**src/stok_pkg.sv**
```systemverilog
package stok_pkg;

  localparam int unsigned QUEUE_DEPTH_DEF = 4;
  localparam logic [32:0] SRC_MAX_BYTES = 33'd16777216;
  localparam logic [19:0] LIMIT_RESET = 20'd100000;
  localparam logic [62:0] INT_TOP = {63{1'b1}};
  localparam logic [13:0] KW_ALL = {14{1'b1}};
  localparam int unsigned RES_MAX = 3;

  // token kinds with a meaning of their own
  localparam logic [5:0] TK_EOF = 6'd0;
  localparam logic [5:0] TK_DOT = 6'd9;
  localparam logic [5:0] TK_STRING = 6'd32;
  localparam logic [5:0] TK_INT = 6'd33;
  localparam logic [5:0] TK_DEC = 6'd34;
  localparam logic [5:0] TK_IDENT = 6'd35;
  localparam logic [5:0] TK_KW0 = 6'd36;
  localparam logic [5:0] TK_BAD = 6'd50;
  localparam logic [5:0] TK_UNTERM = 6'd51;
  localparam logic [5:0] TK_LIMIT = 6'd52;

  // operator codes
  localparam logic [3:0] OP_SLASH = 4'd3;
  localparam logic [3:0] OP_AMP = 4'd9;
  localparam logic [3:0] OP_BAR = 4'd10;
  localparam logic [3:0] OP_COUNT = 4'd11;

  typedef enum logic [3:0] {
    M_IDLE    = 4'd0,
    M_OP      = 4'd1,
    M_COMMENT = 4'd2,
    M_STRING  = 4'd3,
    M_ESC     = 4'd4,
    M_INT     = 4'd5,
    M_INTDOT  = 4'd6,
    M_DEC     = 4'd7,
    M_IDENT   = 4'd8
  } mode_t;

  typedef struct packed {
    logic [5:0]  kind;
    logic [23:0] start;
    logic [24:0] len;
    logic [24:0] line;
    logic [24:0] col;
    logic [62:0] val;
    logic        ovf;
  } res_t;

  typedef struct packed {
    res_t [2:0] r;
    logic [1:0] cnt;
  } bundle_t;

  // keyword spelling, one byte per position
  function automatic logic [7:0] kw_char(input logic [3:0] k, input logic [3:0] pos);
    logic [63:0] txt;
    txt = '0;
    case (k)
      4'd0:  txt = {"if", 48'd0};
      4'd1:  txt = {"else", 32'd0};
      4'd2:  txt = {"elif", 32'd0};
      4'd3:  txt = {"for", 40'd0};
      4'd4:  txt = {"while", 24'd0};
      4'd5:  txt = {"do", 48'd0};
      4'd6:  txt = {"set", 40'd0};
      4'd7:  txt = {"let", 40'd0};
      4'd8:  txt = {"declare", 8'd0};
      4'd9:  txt = {"return", 16'd0};
      4'd10: txt = {"true", 32'd0};
      4'd11: txt = {"false", 24'd0};
      4'd12: txt = {"null", 32'd0};
      4'd13: txt = {"expr", 32'd0};
      default: txt = '0;
    endcase
    if (pos[3]) return 8'd0;
    return txt[63 - 8 * pos[2:0] -: 8];
  endfunction

  function automatic logic [3:0] kw_len(input logic [3:0] k);
    case (k)
      4'd0, 4'd5: return 4'd2;
      4'd3, 4'd6, 4'd7: return 4'd3;
      4'd4, 4'd11: return 4'd5;
      4'd8: return 4'd7;
      4'd9: return 4'd6;
      default: return 4'd4;
    endcase
  endfunction

  function automatic logic [7:0] punct_char(input logic [3:0] i);
    case (i)
      4'd0: return "(";
      4'd1: return ")";
      4'd2: return "{";
      4'd3: return "}";
      4'd4: return "[";
      4'd5: return "]";
      4'd6: return ";";
      4'd7: return ",";
      4'd8: return ".";
      4'd9: return "#";
      default: return "@";
    endcase
  endfunction

  function automatic logic [7:0] op_char(input logic [3:0] i);
    case (i)
      4'd0: return "+";
      4'd1: return "-";
      4'd2: return "*";
      4'd3: return "/";
      4'd4: return "%";
      4'd5: return "=";
      4'd6: return "!";
      4'd7: return "<";
      4'd8: return ">";
      4'd9: return "&";
      default: return "|";
    endcase
  endfunction

endpackage

```
**src/stok_back.sv**
```systemverilog
module stok_back (
  input  logic              clk,
  input  logic              rst_n,
  input  logic              q_empty,
  input  stok_pkg::bundle_t q_head,
  output logic              q_pop,
  output logic              out_valid,
  input  logic              out_ready,
  output logic [5:0]        out_token_kind,
  output logic [23:0]       out_start_offset,
  output logic [24:0]       out_lexeme_length,
  output logic [24:0]       out_line_number,
  output logic [24:0]       out_column_number,
  output logic [62:0]       out_integer_value,
  output logic              out_value_overflow,
  output logic              out_last_result
);
  import stok_pkg::*;

  logic [1:0] idx_r, idx_nxt;
  res_t       cur;
  logic       fire;

  assign cur = q_head.r[idx_r];
  assign out_valid = !q_empty;
  assign out_last_result = idx_r == q_head.cnt - 2'd1;
  assign fire = out_valid && out_ready;
  assign q_pop = fire && out_last_result;

  assign out_token_kind = cur.kind;
  assign out_start_offset = cur.start;
  assign out_lexeme_length = cur.len;
  assign out_line_number = cur.line;
  assign out_column_number = cur.col;
  assign out_integer_value = cur.val;
  assign out_value_overflow = cur.ovf;

  // walk the results of the head entry
  always_comb begin
    idx_nxt = idx_r;
    if (q_pop) idx_nxt = 2'd0;
    else if (fire) idx_nxt = idx_r + 2'd1;
  end

  always_ff @(posedge clk) begin
    if (!rst_n) idx_r <= 2'd0;
    else idx_r <= idx_nxt;
  end

endmodule

```
**config.mk**
```make
export PLATFORM = sky130hd
export DESIGN_NAME = stok_back
export DESIGN_NICKNAME = d
export VERILOG_FILES = /design/src/stok_pkg.sv /design/src/stok_back.sv
export SDC_FILE = /design/constraint.sdc
export NUM_CORES = 1
export LEC_CHECK = 0
export BUFFER_PORTS_ARGS = -buffer_cell sky130_fd_sc_hd__buf_2
export CAP_MARGIN = 40
export CORE_AREA = 2 2 269 271
export DETAILED_ROUTE_END_ITERATION = 16
export DIE_AREA = 0 0 271 273
export GPL_ROUTABILITY_DRIVEN = 0
export PLACE_DENSITY = 0.3
export SLEW_MARGIN = 0
export SYNTH_ARGS = -nofsm -noshare
export SYNTH_HDL_FRONTEND = slang
export SYNTH_SLANG_ARGS = --single-unit
```
**constraint.sdc**
```tcl
create_clock -name clk -period 3.31 [get_ports clk]
set_clock_uncertainty 0.15 [all_clocks]
set_input_delay 0.1655 -clock clk [delete_from_list [all_inputs] [get_ports clk]]
set_output_delay 0.1655 -clock clk [all_outputs]
set_load 0.02 [all_outputs]
```
==> results.yml <==
floorplan:
  start_util_pct: 5.20
  rows: 98
  die_x_um: 271
  dieHeight_um: 273
  die-area_mm2: 0.0740
  coreArea_mm2: 0.0710
  ios: 685
synth:
  synth_area_per_cell_um2: 6.34
  synth_top_flop_cell: "dfxtp_1"
  synth-edff-count: 0
  ys_ff_latch: 2
  postSynthNetCount: 1095
  synthCells: 582
  synth.cell_area_mm2: 0.00369
  ys_seq_area_share_pct: 1.08
  synth.top_cell.area_share_pct: 45.8
  ys_warn_count: 0
  ys_types: 21
  yosysTopAreaCell: "mux2i_1"
  async_flop_share_pct: 0
  synth_area_leaders: "mux2i_1 (46%), nand2_1 (17%), o21ai_0 (13%)"
sta:
  grt_setup_unrepaired: "no"
  fmax_mhz: 379
  slew_violations: 0
  holdWs_ps: 52.3
  slew_headroom_pct: 49.1
  period_needed_ps: 2640
  timing.final.crit_share_pct: 79.8
  setup_tns_ps: 0
  setup_viol: 0
  worst_slew_pin_slew_ps: 764
  hold_violations: 0
layout:
  nets: 1732
  layout_common_cells: "buf_2 (684), nand2_1 (171), mux2i_1 (169)"
  finalNonFillerCells: 2170
  layout_commonest_cell: "buf_2"
  reg_top3: "idx_r: 2 flops"
  syn_to_final_growth_pct: 120
  drive_gt1_share_pct: 57.3
  fin_area_mm2: 0.00812
  nFillCells: 8449
  largest_reg_flops: 2
  top_register: "idx_r"
clock_network:
  htree_levels: 1
  ctsHoldBuffers: 0
  insertion_delay_ps: 220
  clk_path_buf_depth: 2
  cts_inserted_buffers: 3
  post_cts_buffers: 0
  cts_root_buffer: "clkbuf_16"
  cts.clk_slew.worst_paths_ps: 30
  cts_resized: 0
  cts_sinks: 2
  cts_tree: "yes"
power:
  power.leakage_uw: 0.00359
  p_sw_uw: 768
  clkPwrFrac_pct: 12.5
  swShare_pct: 52.0
  internal_power_uw: 711
  p_per_area_mw_per_mm2: 182
  max-vdd-ir-drop_mv: 0.108
  p_comb_share_pct: 85.4
  seqPwrFrac_pct: 2.1
setup_path:
  crit_fanout: 129
  cp_data_arrival_time_ps: 2330
  r2r-end: "idx_r[1]$_SDFFE_PP0P_"
  criticalPathCategory: "flop to primary output"
  critPathCaptureType: "primary output"
  rrSetupSlack_ps: 1920
  r2r-start: "idx_r[0]$_SDFFE_PP0P_"
  startpoint: "idx_r[1]$_SDFFE_PP0P_"
  cp.required_ps: 2990
  ff2ff_path_depth: 3
  cp-endpoint: "out_line_number[3]"
  cp-start-kind: "flop"
flow_run:
  maxCapViolations: 0
global_route:
  busiest_layer: "met2"
  antenna_found_initial: 45
  grt-ovfl-total: 0
  grt_start_max_net_pins: 142
  grt_pass1_vias: 7218
  track_usage_pct: 10.5
  grt_use_met1_pct: 12.3
  use_met2_pct: 19.1
  grt_pass1_wl_mm: 55.1
  use_met3_pct: 3.14
drt:
  drc: 0
  ant_nets: 0
  vias_per_cell: 3.25
  num_vias: 7042
  routedWlPerCell_um: 19.3
  first_pass_iters: 4
  drt-initial-drc-count: 216
  wl_mm: 42.0
place:
  portBuffers: 684
  placedInstanceArea_mm2: 0.00803
  dpl.cell_count: 2164
  dpl.hpwl_mm: 37.4
outcome:
  status: "finished, final reports clean"
worst_hold_path:
  hp-class: "input port to flop"
[area by class of cell]
cell class	count	area [um^2]	share of cell area, %
sequential	2	47.5	0.586
multi-input combinational	521	3280	40.4
inverter	1	3.75	0.0462
timing repair buffer	690	3520	43.3
clock buffer	3	75.1	0.925
antenna	3	7.51	0.0925
tap	950	1190	14.6
[through the flow]
step	setup WS, ps	total power, uW	utilization, %
6_report	669	1480	11.4
5_1_grt	510	1590	11.4
4_1_cts	521	1510	11.4
3_5_place_dp	771	1320	11.3
3_3_place_gp	763	1320	11.3
2_1_floorplan	1630	667	-
[worst min path at each step]
stage	cells past startpoint	start	slack, ps	to
after global placement	2	rst_n	280	idx_r[1]$_SDFFE_PP0P_
after floorplan	1	rst_n	160	idx_r[0]$_SDFFE_PP0P_
final	2	rst_n	50	idx_r[1]$_SDFFE_PP0P_
after CTS	2	rst_n	50	idx_r[1]$_SDFFE_PP0P_
after global routing	2	rst_n	60	idx_r[1]$_SDFFE_PP0P_
after detailed placement	2	rst_n	280	idx_r[1]$_SDFFE_PP0P_
[power by group through the flow]
stage | combinational [uW] | clock [uW] | sequential, uW
after global routing | 1360 | 189 | 32.7
after global placement | 1280 | 0 | 33.1
after floorplan | 641 | 0 | 26.0
after detailed placement | 1280 | 0 | 33.1
final | 1260 | 184 | 31.6
after CTS | 1290 | 187 | 32.9
[critical path, cell delays in order, from the launching register on]
cell and delay (ps):
dfxtp_4 590, nor2b_4 260, buf_12 450, nand2_1 160, o21ai_1 220, buf_2 290
[metal layers]
| layer | wire (um) | up-vias |
|---|---|---|
| li1 | - | 3321 |
| met1 | 16800 | 3054 |
| met2 | 20400 | 540 |
| met3 | 3880 | 101 |
| met4 | 725 | 26 |
| met5 | 176 | - |
[cells in the mapped netlist, types with 2 or more instances]
library cell    n
o21ai_0        99
buf_6          12
buf_4          10
o21ai_1        70
dfxtp_1         2
and3_1          2
nand2_1       171
nor2b_1         2
buf_2          18
clkbuf_1       17
mux2i_1       169
[cells by family (layout without fill, tap and decap cells)]
logic type,Yosys count,after routing,share of synthesized area (%)
other,0,3,0
xor gates and xnor gates,2,2,0.475
muxes,169,169,45.8
buffers and inverters,59,694,10.4
DFF,2,2,1.08
and+or+nand+nor,178,178,18.7
AOI/OAI and AO/OA,172,172,23.6
Note: power is estimated with default switching activity, not from simulation.
