<file path="src/stok_pkg.sv">
package stok_pkg;

  localparam int unsigned QUEUE_DEPTH_DEF = 4;
  localparam logic [32:0] SRC_MAX_BYTES = 33'd16777216;
  localparam logic [19:0] LIMIT_RESET = 20'd100000;
  localparam logic [62:0] INT_TOP = {63{1'b1}};
  localparam logic [13:0] KW_ALL = {14{1'b1}};
  localparam int unsigned RES_MAX = 3;

  // token kinds with a meaning of their own
  localparam logic [5:0] TK_EOF = 6'd0;
  localparam logic [5:0] TK_DOT = 6'd9;
  localparam logic [5:0] TK_STRING = 6'd32;
  localparam logic [5:0] TK_INT = 6'd33;
  localparam logic [5:0] TK_DEC = 6'd34;
  localparam logic [5:0] TK_IDENT = 6'd35;
  localparam logic [5:0] TK_KW0 = 6'd36;
  localparam logic [5:0] TK_BAD = 6'd50;
  localparam logic [5:0] TK_UNTERM = 6'd51;
  localparam logic [5:0] TK_LIMIT = 6'd52;

  // operator codes
  localparam logic [3:0] OP_SLASH = 4'd3;
  localparam logic [3:0] OP_AMP = 4'd9;
  localparam logic [3:0] OP_BAR = 4'd10;
  localparam logic [3:0] OP_COUNT = 4'd11;

  typedef enum logic [3:0] {
    M_IDLE    = 4'd0,
    M_OP      = 4'd1,
    M_COMMENT = 4'd2,
    M_STRING  = 4'd3,
    M_ESC     = 4'd4,
    M_INT     = 4'd5,
    M_INTDOT  = 4'd6,
    M_DEC     = 4'd7,
    M_IDENT   = 4'd8
  } mode_t;

  typedef struct packed {
    logic [5:0]  kind;
    logic [23:0] start;
    logic [24:0] len;
    logic [24:0] line;
    logic [24:0] col;
    logic [62:0] val;
    logic        ovf;
  } res_t;

  typedef struct packed {
    res_t [2:0] r;
    logic [1:0] cnt;
  } bundle_t;

  // keyword spelling, one byte per position
  function automatic logic [7:0] kw_char(input logic [3:0] k, input logic [3:0] pos);
    logic [63:0] txt;
    txt = '0;
    case (k)
      4'd0:  txt = {"if", 48'd0};
      4'd1:  txt = {"else", 32'd0};
      4'd2:  txt = {"elif", 32'd0};
      4'd3:  txt = {"for", 40'd0};
      4'd4:  txt = {"while", 24'd0};
      4'd5:  txt = {"do", 48'd0};
      4'd6:  txt = {"set", 40'd0};
      4'd7:  txt = {"let", 40'd0};
      4'd8:  txt = {"declare", 8'd0};
      4'd9:  txt = {"return", 16'd0};
      4'd10: txt = {"true", 32'd0};
      4'd11: txt = {"false", 24'd0};
      4'd12: txt = {"null", 32'd0};
      4'd13: txt = {"expr", 32'd0};
      default: txt = '0;
    endcase
    if (pos[3]) return 8'd0;
    return txt[63 - 8 * pos[2:0] -: 8];
  endfunction

  function automatic logic [3:0] kw_len(input logic [3:0] k);
    case (k)
      4'd0, 4'd5: return 4'd2;
      4'd3, 4'd6, 4'd7: return 4'd3;
      4'd4, 4'd11: return 4'd5;
      4'd8: return 4'd7;
      4'd9: return 4'd6;
      default: return 4'd4;
    endcase
  endfunction

  function automatic logic [7:0] punct_char(input logic [3:0] i);
    case (i)
      4'd0: return "(";
      4'd1: return ")";
      4'd2: return "{";
      4'd3: return "}";
      4'd4: return "[";
      4'd5: return "]";
      4'd6: return ";";
      4'd7: return ",";
      4'd8: return ".";
      4'd9: return "#";
      default: return "@";
    endcase
  endfunction

  function automatic logic [7:0] op_char(input logic [3:0] i);
    case (i)
      4'd0: return "+";
      4'd1: return "-";
      4'd2: return "*";
      4'd3: return "/";
      4'd4: return "%";
      4'd5: return "=";
      4'd6: return "!";
      4'd7: return "<";
      4'd8: return ">";
      4'd9: return "&";
      default: return "|";
    endcase
  endfunction

endpackage

</file>
<file path="src/stok_queue.sv">
module stok_queue #(
  parameter int unsigned DEPTH = stok_pkg::QUEUE_DEPTH_DEF
) (
  input  logic              clk,
  input  logic              rst_n,
  input  logic              push,
  input  stok_pkg::bundle_t push_data,
  output logic              full,
  input  logic              pop,
  output logic              empty,
  output stok_pkg::bundle_t head
);
  import stok_pkg::*;

  localparam int unsigned PW = (DEPTH > 1) ? $clog2(DEPTH) : 1;
  localparam int unsigned CW = $clog2(DEPTH + 1);
  localparam logic [PW-1:0] LAST = PW'(DEPTH - 1);

  bundle_t        mem_r [DEPTH];
  logic [PW-1:0]  wptr_r, wptr_nxt, rptr_r, rptr_nxt;
  logic [CW-1:0]  cnt_r, cnt_nxt;

  assign full = cnt_r == CW'(DEPTH);
  assign empty = cnt_r == '0;
  assign head = mem_r[rptr_r];

  // pointer and fill update
  always_comb begin
    wptr_nxt = wptr_r;
    rptr_nxt = rptr_r;
    cnt_nxt = cnt_r;
    if (push) begin
      wptr_nxt = (wptr_r == LAST) ? '0 : wptr_r + PW'(1);
      cnt_nxt = cnt_nxt + CW'(1);
    end
    if (pop) begin
      rptr_nxt = (rptr_r == LAST) ? '0 : rptr_r + PW'(1);
      cnt_nxt = cnt_nxt - CW'(1);
    end
  end

  always_ff @(posedge clk) begin
    if (!rst_n) begin
      wptr_r <= '0;
      rptr_r <= '0;
      cnt_r <= '0;
    end else begin
      wptr_r <= wptr_nxt;
      rptr_r <= rptr_nxt;
      cnt_r <= cnt_nxt;
    end
  end

  // storage
  always_ff @(posedge clk) begin
    if (push) mem_r[wptr_r] <= push_data;
  end

endmodule

</file>
<file path="config.mk">
export PLATFORM = sky130hd
export DESIGN_NAME = stok_queue
export DESIGN_NICKNAME = d
export VERILOG_FILES = /design/src/stok_pkg.sv /design/src/stok_queue.sv
export SDC_FILE = /design/constraint.sdc
export NUM_CORES = 1
export LEC_CHECK = 0
export ABC_AREA = 1
export BUFFER_PORTS_ARGS = -buffer_cell sky130_fd_sc_hd__buf_2
export CAP_MARGIN = 25
export CORE_AREA = 5 5 399 401
export CTS_CLUSTER_DIAMETER = 40
export DETAILED_ROUTE_END_ITERATION = 16
export DIE_AREA = 0 0 404 406
export PLACE_DENSITY = 0.7
export SYNTH_ARGS = -nofsm -noshare
export SYNTH_HDL_FRONTEND = slang
export SYNTH_SLANG_ARGS = --single-unit
</file>
<file path="constraint.sdc">
create_clock -name clk -period 24.7 [get_ports clk]
set_input_delay 3.705 -clock clk [delete_from_list [all_inputs] [get_ports clk]]
set_output_delay 3.705 -clock clk [all_outputs]
set_load 0.1 [all_outputs]
</file>
==> impl_metrics.yaml, run 1 <==
run_status:
  status: "finished, final reports clean"
timing:
  tns_ps: 0
  slew_viol_final: 0
  relSlewSlack: 0.0767
  finalHoldViolations: 0
  finalSetupViolations: 0
  rsz0062_at_grt: "no"
  tightest_slew_ps: 1380
  post-route-min-period_ps: 9360
  finClkSkew_ps: 89.2
  finalCritPeriodShare: 0.379
  max_freq_mhz: 107
synth:
  syn_avg_cell_area_sq_um: 15.1
  ys_top_cells_by_area: "edfxtp_1 81%, o21ai_0 6.8%, nor2_1 5.1%, o22ai_1 4.2%, clkbuf_1 1.1%"
  yosysTopAreaCell: "edfxtp_1"
  synth_top_flop_cell: "edfxtp_1"
  ys_seq_area_frac: 0.814
  synth_area_sq_mm: 0.0753
  ys_ff_latch: 2045
  yosys_warnings: 0
  synth.most_common_cell: "edfxtp_1"
  netlist.area_leader.share: 0.812
  yosys-top-cells-count: "2036 x edfxtp_1, 1027 x nor2_1, 1022 x o21ai_0, 509 x o22ai_1, 227 x clkbuf_1"
  synth-edff-count: 2036
  synth-async-reset-ratio: 0
  synthCells: 4995
  syn-num-nets: 5516
  synth_cell_types: 19
placed_design:
  postPlaceCellArea_sq_mm: 0.0820
  portBuffers: 1023
  dpl.hpwl_um: 117000
  dp_cells: 7785
  finalWeightedCongestion: 0.843
worst_setup_path:
  required_ps: 21000
  worst-path-max-fanout: 245
  worstSetupPathType: "flop to output port"
  critPathCaptureType: "output port"
  cpMostUsedCell: "buf_4"
  rr_worst_depth: 8
  max_stage_delay_ps: 900
  cpMaxStageDelayCell: "buf_4"
  path_cells: "buf_4 -> buf_12 -> buf_4 -> buf_16 -> o21ai_0 -> o22ai_1 -> buf_2"
  startpoint_type: "flop"
  rr_endpoint: "mem_r[2][345]$_DFFE_PP_"
  r2r_setup_slack_ps: 19540
  worstReg2RegStart: "wptr_r[0]$_SDFFE_PN0P_"
  cp.arrival_ps: 5650
cts:
  h-tree-depth: 4
  numCtsBuffers: 230
  clk_latency_ps: 870
  clk_pin_slew_ps: 60
  cts_tree: "built"
  clockBufferDepth: 3
  post_cts_resized: 0
  hold_buffers: 0
  cts_root_buf: "clkbuf_16"
  cts_setup_buffers: 0
  clock-sinks: 2045
routing:
  final_antenna_net_count: 0
  drc: 0
  wl_per_cell_um: 23.7
  first_iter_violations: 4715
  drt_first_pass_iters: 5
  vias_per_cell: 5.64
  wl_um: 197000
  route.vias.total: 46878
power_and_ir_drop:
  ir_drop_mv: 0.0943
  leakagePower_nw: 31.1
  power_density_mw_per_mm2: 100
  power_mw: 9.05
global_route:
  antenna_found_initial: 119
  grt_max_degree: 357
  grt_pass1_vias: 44562
  grtUsageTotal: 0.229
  grt_pass1_wl_um: 283000
  grt_overflow_total: 0
min_path:
  hp-start: "rptr_r[1]$_SDFFE_PN0P_"
  hold_depth: 2
  hold_class: "flop to flop"
floorplanning:
  start_util: 0.485
  dieArea_sq_mm: 0.164
  io_pins: 1024
  die_h_um: 406
  core_region_area_sq_mm: 0.155
  std_cell_rows: 145
  die_w_um: 404
cells_and_area:
  final_cells: 8318
  drive_gt1_frac: 0.234
  final_area_sq_mm: 0.0901
  nets: 6482
  syn2layout_area_growth_pct: 19.7
flow_run:
  maxCapViolations: 0
stage by stage:
step	hold slack [ps]	setup slack [ps]	util
after detailed placement	530	16130	0.528
after global routing	558	15170	0.579
final	515	15340	0.580
after CTS	538	15500	0.578
after floorplan	490	10000	-
after global placement	514	16130	0.528
worst max-delay path, delay by kind of cell, from the launching register on:
family                 cells  cell delay (ps)
buffers and inverters      5             2860
flip-flops                 1              810
AO/OA/AOI/OAI              2              530
logic make-up (layout without fill, tap and decap cells):
family / count (synthesis) / after routing / synth area share
buffers and inverters: 360 / 1522 / 0.0214
adder cells (fa/ha/maj): 8 / 8 / 0.00133
AO/OA/AOI/OAI: 1535 / 1535 / 0.110
flip-flops: 2045 / 2045 / 0.814
other: 0 / 103 / 0
AND/OR/NAND/NOR: 1047 / 1047 / 0.0523
per-layer routing:
layer | vias to the layer above | track usage | wire length (um)
met5 | - | 0 | 278
met4 | 40 | 0.101 | 8960
met3 | 461 | 0.0778 | 20000
met2 | 2093 | 0.374 | 96000
met1 | 23186 | 0.281 | 71800
li1 | 21098 | - | -
cell usage in the layout (no fill, tap or decap), types with 3 or more instances in the layout:
cell / Yosys / layout
inv_1: 18 / 14
buf_12: 0 / 8
bufinv_16: 0 / 25
o22ai_1: 509 / 509
a21oi_1: 4 / 4
clkinv_2: 0 / 22
nand2_1: 15 / 15
inv_6: 1 / 26
clkbuf_16: 0 / 231
buf_4: 11 / 40
nor2_1: 1027 / 1027
clkinv_16: 0 / 10
inv_8: 0 / 13
buf_2: 87 / 1023
clkbuf_1: 227 / 37
ha_1: 8 / 8
diode_2: 0 / 103
o21ai_0: 1022 / 1022
clkinvlp_4: 0 / 24
edfxtp_1: 2036 / 2036
clkinv_4: 0 / 12
dfxtp_1: 9 / 7
clkinv_1: 0 / 31
buf_16: 0 / 3
registers in the layout, summed over array words and instances, names as in the netlist, named ones only:
| name | count |
|---|---|
| mem_r | 2036 |
| wptr_r | 2 |
| rptr_r | 2 |
| cnt_r | 3 |
worst max path at each step:
stage                     start                 endpoint  slack, ps
after floorplan            push    mem_r[0][0]$_DFFE_PP_      10000
after global placement     push  mem_r[2][366]$_DFFE_PP_      16130
after detailed placement   push  mem_r[2][366]$_DFFE_PP_      16130
after CTS                  flop                head[323]      15500
after global routing       flop                head[295]      15170
final                      flop                head[295]      15340
final cells by class:
| class | instances | area [sq um] |
|---|---|---|
| antenna | 103 | 258 |
| clock buffer | 268 | 5920 |
| clock inverter | 160 | 1910 |
| fill | 11782 | 65200 |
| inverter | 20 | 139 |
| multi-input combinational | 2590 | 12400 |
| sequential | 2045 | 61300 |
| tap | 2058 | 2570 |
| timing repair buffer | 1074 | 5660 |
power breakdown:
| part | total (mW) | leakage [nW] | switching (mW) | internal (mW) |
|---|---|---|---|---|
| Clock | 3.42 | 3.73 | 1.41 | 2.01 |
| Sequential | 4.01 | 18.8 | 0.0345 | 3.98 |
| Combinational | 1.61 | 8.60 | 1.39 | 0.221 |
| Total | 9.05 | 31.1 | 2.84 | 6.20 |
Note: power is estimated with default switching activity, not from simulation.
==> run 2: changes to the inputs <==
Settings changed: CORE_AREA 5 5 399 401 to 5 5 398 400, DIE_AREA 0 0 404 406 to 0 0 403 405, PLACE_DENSITY 0.7 to 0.73.
Clock period 24.7 ns to 7.9 ns, I/O delays scaled along.
==> impl_metrics.yaml, run 2 (synthesis results as in run 1) <==
run_status:
  status: "finished, final reports clean"
min_path:
  min_to: "mem_r[1][360]$_DFFE_PP_"
  hp-start: "push_data[360]"
  hold_class: "input port to flop"
  hold_depth: 1
power_and_ir_drop:
  power_mw: 28.1
  power_density_mw_per_mm2: 311
  leakagePower_nw: 31.2
  ir_drop_mv: 0.252
cts:
  clock-sinks: 2045
  clk_latency_ps: 850
  clockBufferDepth: 3
  clk_pin_slew_ps: 70
  numCtsBuffers: 227
  cts_tree: "built"
  h-tree-depth: 4
  post_cts_resized: 0
  cts_setup_buffers: 0
  cts_root_buf: "clkbuf_16"
  hold_buffers: 0
global_route:
  grt_pass1_wl_um: 277000
  antenna_found_initial: 124
  grt_overflow_total: 0
  grt_pass1_vias: 44989
  grtUsageTotal: 0.223
  grt_max_degree: 327
worst_setup_path:
  path_cells: "buf_12 -> buf_4 -> o21ai_0 -> o22ai_1 -> buf_2"
  r2r_setup_slack_ps: 4930
  rr_worst_depth: 5
  cpMaxStageDelayCell: "buf_4"
  crit_buf_inv: 3
  max_stage_delay_ps: 820
  critPathCaptureType: "output port"
  worst-path-max-fanout: 153
  worstSetupPathType: "flop to output port"
  rr_endpoint: "mem_r[3][243]$_DFFE_PP_"
  worstReg2RegStart: "wptr_r[0]$_SDFFE_PN0P_"
  required_ps: 6710
  path_delay_family: "buffers and inverters"
  cp.arrival_ps: 4320
  startpoint_type: "flop"
placed_design:
  dpl.hpwl_um: 113000
  postPlaceCellArea_sq_mm: 0.0823
  finalWeightedCongestion: 0.823
  portBuffers: 1023
cells_and_area:
  largest_reg_flops: 2036
  fill_cells: 11589
  drive_gt1_frac: 0.238
  largest_register: "mem_r"
  layout_commonest_cell: "edfxtp_1"
  ff_latch_area_sq_mm: 0.0613
  nets: 6491
  final_area_sq_mm: 0.0903
  syn2layout_area_growth_pct: 19.9
  multi_input_area_sq_mm: 0.0124
  final_cell_mix: "2036 x edfxtp_1, 1027 x nor2_1, 1023 x buf_2, 1022 x o21ai_0, 509 x o22ai_1"
  utilization: 0.583
  top_regs: "mem_r: 2036 flops, cnt_r: 3 flops"
routing:
  route.vias.total: 47089
  wl_per_cell_um: 22.9
  drc: 0
  wl_um: 191000
  vias_per_cell: 5.66
  final_antenna_net_count: 0
  drt_first_pass_iters: 6
  first_iter_violations: 4626
timing:
  finalCritPeriodShare: 0.697
  finalHoldViolations: 0
  slew_viol_final: 0
  finClkSkew_ps: 51.4
  post-route-min-period_ps: 5510
  finalSetupViolations: 0
  max_freq_mhz: 181
  tns_ps: 0
  relSlewSlack: 0.219
  tightest_slew_ps: 1170
  rsz0062_at_grt: "no"
floorplanning:
  io_pins: 1024
  die_w_um: 403
  dieArea_sq_mm: 0.163
  die_h_um: 405
  core_region_area_sq_mm: 0.155
  start_util: 0.486
  std_cell_rows: 145
flow_run:
  maxCapViolations: 0
==> run 2: cell count changes in the layout (fill, tap and decap cells not counted), sizes merged <==
cell,previous run,this run
diode,103,88
inv,55,54
clkinv,76,95
bufinv,25,19
buf,1074,1086
clkinvlp,24,29
clkbuf,268,257
==> run 2: area by class of cell <==
| class | instances | share of cell area |
|---|---|---|
| antenna | 88 | 0.00244 |
| clock buffer | 257 | 0.0642 |
| clock inverter | 177 | 0.0216 |
| inverter | 20 | 0.00137 |
| multi-input combinational | 2590 | 0.137 |
| sequential | 2045 | 0.679 |
| tap | 2058 | 0.0285 |
| timing repair buffer | 1086 | 0.0653 |
==> run 2: metrics by stage <==
step / instances / hold WS (ps) / worst slack (ps)
5_1_grt: 8279 / 464 / 2200
3_3_place_gp: 7797 / 520 / 3390
3_5_place_dp: 7799 / 530 / 3320
4_1_cts: 8233 / 435 / 2360
2_1_floorplan: 4995 / 490 / -1540
6_report: 8321 / 531 / 2390
==> run 2: worst max-delay path by stage <==
| stage | startpoint | end | slack (ps) | cells past startpoint |
|---|---|---|---|---|
| finish | flop | head[239] | 2390 | 5 |
| global route | flop | head[239] | 2200 | 5 |
| CTS | flop | head[239] | 2360 | 5 |
| detailed placement | flop | head[239] | 3320 | 5 |
| global placement | flop | head[239] | 3390 | 5 |
| floorplan | push | mem_r[1][0]$_DFFE_PP_ | -1540 | 3 |
==> run 2: power by group <==
| part | internal (mW) | switching [mW] |
|---|---|---|
| Sequential | 12.4 | 0.101 |
| Clock | 6.04 | 4.46 |
| Combinational | 0.701 | 4.33 |
| Total | 19.2 | 8.89 |
==> run 2: metal layers <==
layer  vias to the layer above  global-route usage  part of all wire
li1                      21122                   -                 -
met1                     23367               0.274              0.37
met2                      2067               0.360              0.49
met3                       481              0.0692             0.094
met4                        52               0.111             0.048
met5                         -                   0            0.0018
